**config.mk**
```make
export PLATFORM = sky130hd
export DESIGN_NAME = frl_blend
export DESIGN_NICKNAME = d
export VERILOG_FILES = /design/src/rtl/frl_pkg.sv /design/src/rtl/frl_blend.sv
export SDC_FILE = /design/constraint.sdc
export NUM_CORES = 1
export LEC_CHECK = 0
export BUFFER_PORTS_ARGS = -buffer_cell sky130_fd_sc_hd__buf_2
export CAP_MARGIN = 40
export CORE_MARGIN = 1
export CORE_UTILIZATION = 32
export CTS_CLUSTER_DIAMETER = 60
export DETAILED_ROUTE_END_ITERATION = 7
export PLACE_DENSITY = 0.54
export REMOVE_ABC_BUFFERS = 1
export SYNTH_ARGS = -nofsm -noshare
export SYNTH_HDL_FRONTEND = slang
export SYNTH_SLANG_ARGS = --single-unit
```
**constraint.sdc**
```tcl
create_clock -name clk -period 9.9 [get_ports clk]
set_input_delay 1.485 -clock clk [delete_from_list [all_inputs] [get_ports clk]]
set_output_delay 1.485 -clock clk [all_outputs]
set_load 0.02 [all_outputs]
```
**src/rtl/frl_pkg.sv**
```systemverilog
// Shared constants and types for the frame linear resampler.
package frl_pkg;

  localparam int SRC_LEN     = 2048;
  localparam int DEST_LEN    = 1024;
  localparam int FRAC_BITS   = 12;
  localparam int SAMPLE_W    = 16;
  localparam int RATIO_W     = 16;
  localparam int INDEX_W     = 11;
  localparam int OUT_INDEX_W = 10;

  localparam int SRC_AW      = $clog2(SRC_LEN);
  localparam int BANK_DEPTH  = SRC_LEN / 2;
  localparam int BANK_AW     = $clog2(BANK_DEPTH);
  localparam int DEST_W      = $clog2(DEST_LEN);

  localparam int OFF_W       = DEST_W + RATIO_W + 1;
  localparam int PROD_W      = SAMPLE_W + 1 + FRAC_BITS + 1;

  localparam logic [RATIO_W-1:0] RATIO_RESET = RATIO_W'(1 << FRAC_BITS);
  localparam logic signed [OFF_W-1:0] OFF_LIMIT =
    OFF_W'((SRC_LEN / 2) * (1 << FRAC_BITS));

  localparam logic MODE_LOAD    = 1'b0;
  localparam logic MODE_COMPUTE = 1'b1;

  typedef struct packed {
    logic                       en;
    logic [SRC_AW-1:0]          addr;
    logic signed [SAMPLE_W-1:0] data;
  } frl_wr_t;

  typedef struct packed {
    logic                   valid;
    logic                   in_range;
    logic [FRAC_BITS-1:0]   frac;
    logic [OUT_INDEX_W-1:0] idx;
  } frl_ctrl_t;

endpackage

```
**src/rtl/frl_blend.sv**
```systemverilog
// Weighted blend of the two neighbor samples and result register.
module frl_blend (
  input  logic                                 clk,
  input  logic                                 rst,
  input  frl_pkg::frl_ctrl_t                   ctrl,
  input  logic signed [frl_pkg::SAMPLE_W-1:0]  a,
  input  logic signed [frl_pkg::SAMPLE_W-1:0]  b,
  output logic                                 done,
  output logic [frl_pkg::OUT_INDEX_W-1:0]      out_index,
  output logic signed [frl_pkg::SAMPLE_W-1:0]  out_sample
);

  logic signed [frl_pkg::SAMPLE_W:0]             diff;
  logic signed [frl_pkg::FRAC_BITS:0]            weight;
  logic signed [frl_pkg::PROD_W-1:0]             prod;
  logic signed [frl_pkg::SAMPLE_W-1:0]           base;
  frl_pkg::frl_ctrl_t                            c_ctrl;
  logic signed [frl_pkg::PROD_W-frl_pkg::FRAC_BITS-1:0] step;
  logic signed [frl_pkg::PROD_W-frl_pkg::FRAC_BITS-1:0] sum;

  assign diff   = (frl_pkg::SAMPLE_W + 1)'(b) - (frl_pkg::SAMPLE_W + 1)'(a);
  assign weight = signed'({1'b0, ctrl.frac});

  always_ff @(posedge clk) begin
    if (rst) begin
      c_ctrl.valid <= 1'b0;
    end else begin
      c_ctrl.valid <= ctrl.valid;
    end
    c_ctrl.in_range <= ctrl.in_range;
    c_ctrl.frac     <= ctrl.frac;
    c_ctrl.idx      <= ctrl.idx;
    prod            <= frl_pkg::PROD_W'(diff * weight);
    base            <= a;
  end

  assign step = prod[frl_pkg::PROD_W-1:frl_pkg::FRAC_BITS];
  assign sum  = step + (frl_pkg::PROD_W - frl_pkg::FRAC_BITS)'(base);

  always_ff @(posedge clk) begin
    if (rst) begin
      done <= 1'b0;
    end else begin
      done <= c_ctrl.valid;
    end
    out_index  <= c_ctrl.idx;
    out_sample <= c_ctrl.in_range ? sum[frl_pkg::SAMPLE_W-1:0] : '0;
  end

endmodule

```
==> flow_summary.yaml <==
logic_synthesis:
  yosysWarnings: 0
  synth_top_area_share: 0.3634
  syn_inst: 1056
  synthesis.area_per_instance_um2: 9.338
  ys_ff_latch: 71
  synthDistinctLibCells: 59
  flip_flop_cell_with_the_highest_count_after_synthesis: "sky130_fd_sc_hd__dfxtp_1"
  ys_seq_area_frac: 0.1441
  synth_largest_area_cell: "sky130_fd_sc_hd__fa_1"
  synth_edf_count: 0
  synth_area_leaders: "sky130_fd_sc_hd__fa_1 (36%), sky130_fd_sc_hd__dfxtp_1 (14%), sky130_fd_sc_hd__ha_1 (12%)"
  async_flop_share: 0
  synth.cell_area_mm2: 0.009861
drt:
  vias_per_cell: 4.493
  vias: 6865
  detail_route.wirelength_um: 22220
  wire_per_inst_um: 14.54
  drt_pre_antenna_iters: 6
  drt.antenna.violating_nets: 0
  drt-initial-drc-count: 216
  drcViolationCount: 0
sta:
  finalCriticalPeriod_ps: 8218
  slew-limit-headroom: 0.5567
  tightest_slew_ps: 660.9
  fmax_mhz: 121.7
  finalClockSkew_ps: 7.963
  setup_total_negative_slack_ps: 0
  finalHoldViolCount: 0
  rsz0062_at_grt: "false"
  setup-violations-final: 0
  timing.hold.ws_ps: 325.8
  period_utilization_post_route: 0.8301
  timing.final.max_slew_violations: 0
place:
  hpwl_um: 18400
  io_buffer_count: 84
  place_congestion: 0.7997
global_route:
  global_route.overflow_total: 0
  global_routing_usage_summed_across_all_routing_layers: 0.1524
  maximum_number_of_pins_on_one_net_before_global_route_repair: 19
  grt_pass1_vias: 7412
  initial_antenna_violation_count: 0
  global_route_wire_length_before_repair_um: 37560
worst_setup_path:
  cp.buffers_inverters: 7
  worst-path-stages: 28
  arrival_ps: 8480
  timing.critical_path.from_type: "input port"
  worst_r2r_setup_slack_ps: 7340
  crit_slowest_cell: "sky130_fd_sc_hd__fa_1"
  rr_endpoint: "out_sample[14]"
  reg2reg_depth: 11
  worstSetupEndpoint: "prod[25]"
  regToRegStartpoint: "base[0]"
  critical-path-top-delay-family: "adder cells"
  endpoint_kind: "flip-flop"
  crit_start: "a[1]"
  crit_path_max_incr_delay_ps: 540
  critPathMaxFanout: 12
  criticalPathCategory: "in -> reg"
  critPathRequiredTime_ps: 10160
die:
  ioPinCount: 85
  die_h_um: 177.5
  starting_density_of_the_core: 0.3292
  floorplan.core_area_mm2: 0.02995
  core.rowCount: 63
  die_boundary_width_um: 177.5
  design.die.area_mm2: 0.03152
clock_tree:
  cts-htree-levels: 3
  cts_resized: 0
  numCtsBuffers: 9
  ctsRootBufferMaster: "sky130_fd_sc_hd__clkbuf_16"
  clk_transition_reported_paths_ps: 60
  post_cts_hold_buffer_count: 0
  ctsLongestPathBuffers: 2
  tritoncts: "yes"
  clock_sinks: 71
  cts.repair_timing.setup_buffer_count: 0
  clk_latency_ps: 330
flow_run:
  max-cap-violations: 0
layout:
  drive_above_1_share: 0.1160
  num_antenna_cells: 0
  num-nets-final: 1463
  syn2layout_area_growth_pct: 11.98
run_status:
  status: "completed"
min_path:
  hp-class: "reg -> reg"
placed cells by master (no fill, tap or decap), types with 25 or more instances in the layout:
master / synthesis / layout
sky130_fd_sc_hd__inv_1: 240 / 240
sky130_fd_sc_hd__fa_1: 179 / 179
sky130_fd_sc_hd__and2_1: 97 / 97
sky130_fd_sc_hd__nand2_1: 95 / 95
sky130_fd_sc_hd__ha_1: 93 / 93
sky130_fd_sc_hd__buf_2: 3 / 84
sky130_fd_sc_hd__dfxtp_1: 71 / 71
sky130_fd_sc_hd__xnor2_1: 30 / 30
sky130_fd_sc_hd__a21oi_1: 29 / 29
sky130_fd_sc_hd__nor2_1: 28 / 28
sky130_fd_sc_hd__nor2b_1: 25 / 25
worst min path at each step:
stage                     startpoint  cells after the start            to  slack [ps]
final                      c_ctrl[6]                      0  out_index[6]         330
after detailed placement   c_ctrl[3]                      0  out_index[3]         310
after floorplan            c_ctrl[0]                      0  out_index[0]         310
after global placement     c_ctrl[1]                      0  out_index[1]         310
after CTS                  c_ctrl[6]                      0  out_index[6]         330
after global routing       c_ctrl[7]                      0  out_index[7]         330
flip-flops by register name, indices dropped and copies added, names as in the netlist:
| signal | flops |
|---|---|
| base | 16 |
| c_ctrl | 12 |
| done | 1 |
| out_index | 10 |
| out_sample | 16 |
| prod | 16 |
per-stage QoR:
| stage | util | instances | worst slack [ps] | instance area, µm² |
|---|---|---|---|---|
| after floorplan | - | 1024 | 1750 | 9737 |
| after global placement | 0.3586 | 1511 | 1377 | 10740 |
| after detailed placement | 0.3589 | 1512 | 1346 | 10750 |
| after CTS | 0.3686 | 1528 | 1690 | 11040 |
| after global routing | 0.3686 | 1528 | 1260 | 11040 |
| final | 0.3686 | 1528 | 1682 | 11040 |
worst register-to-register path, stage by stage (launching register included):
cell	delay (ps)
sky130_fd_sc_hd__dfxtp_1	320
sky130_fd_sc_hd__ha_1	190
sky130_fd_sc_hd__inv_1	70
sky130_fd_sc_hd__fa_1	180
sky130_fd_sc_hd__nor2b_1	60
sky130_fd_sc_hd__o21ai_0	200
sky130_fd_sc_hd__a21boi_1	110
sky130_fd_sc_hd__o21ai_0	320
sky130_fd_sc_hd__a21oi_1	230
sky130_fd_sc_hd__a22o_1	240
sky130_fd_sc_hd__o41ai_1	340
sky130_fd_sc_hd__mux2i_1	240
routing by layer:
layer  wire, µm  vias to the layer above  global-route usage
met1      10400                     3428              0.2011
met5          0                        -                   0
li1           -                     3350                   -
met3        372                       15             0.01392
met4        148                        0             0.02066
met2      11300                       72              0.2746
cell families after synthesis:
family | after synthesis | synth area share
flip-flops | 71 | 0.1441
AO/OA/AOI/OAI | 99 | 0.07169
multiplexers | 1 | 0.001015
AND/OR/NAND/NOR | 297 | 0.1573
buffers and inverters | 272 | 0.1039
adder cells (fa/ha/maj) | 272 | 0.4814
XOR/XNOR | 44 | 0.04048
cell type report:
type | count | area, µm²
repair buffers | 98 | 525.5
well taps | 390 | 488.0
fillers | 3094 | 18910
clock inverters | 5 | 38.79
multi-input cells | 713 | 7415
inverters | 240 | 900.9
flip-flops and latches | 71 | 1421
clock buffers | 11 | 252.7
Yosys cell counts, types with 4 or more instances:
master	n
sky130_fd_sc_hd__clkbuf_1	29
sky130_fd_sc_hd__o21ai_0	10
sky130_fd_sc_hd__nand3_1	5
sky130_fd_sc_hd__a21oi_1	29
sky130_fd_sc_hd__and2_1	97
sky130_fd_sc_hd__o21a_1	7
sky130_fd_sc_hd__nor3_1	14
sky130_fd_sc_hd__fa_1	179
sky130_fd_sc_hd__nor3b_1	4
sky130_fd_sc_hd__or2_2	4
sky130_fd_sc_hd__ha_1	93
sky130_fd_sc_hd__inv_1	240
sky130_fd_sc_hd__xnor2_1	30
sky130_fd_sc_hd__nor2b_1	25
sky130_fd_sc_hd__xor2_1	13
sky130_fd_sc_hd__a211oi_1	6
sky130_fd_sc_hd__nand2_1	95
sky130_fd_sc_hd__and3_1	6
sky130_fd_sc_hd__nor2_1	28
sky130_fd_sc_hd__nand2b_1	12
sky130_fd_sc_hd__dfxtp_1	71
sky130_fd_sc_hd__a21o_1	10
Power is left out: the tool's default activity adds up to more than one toggle a clock period on the data nets, which glitch-free logic cannot reach.
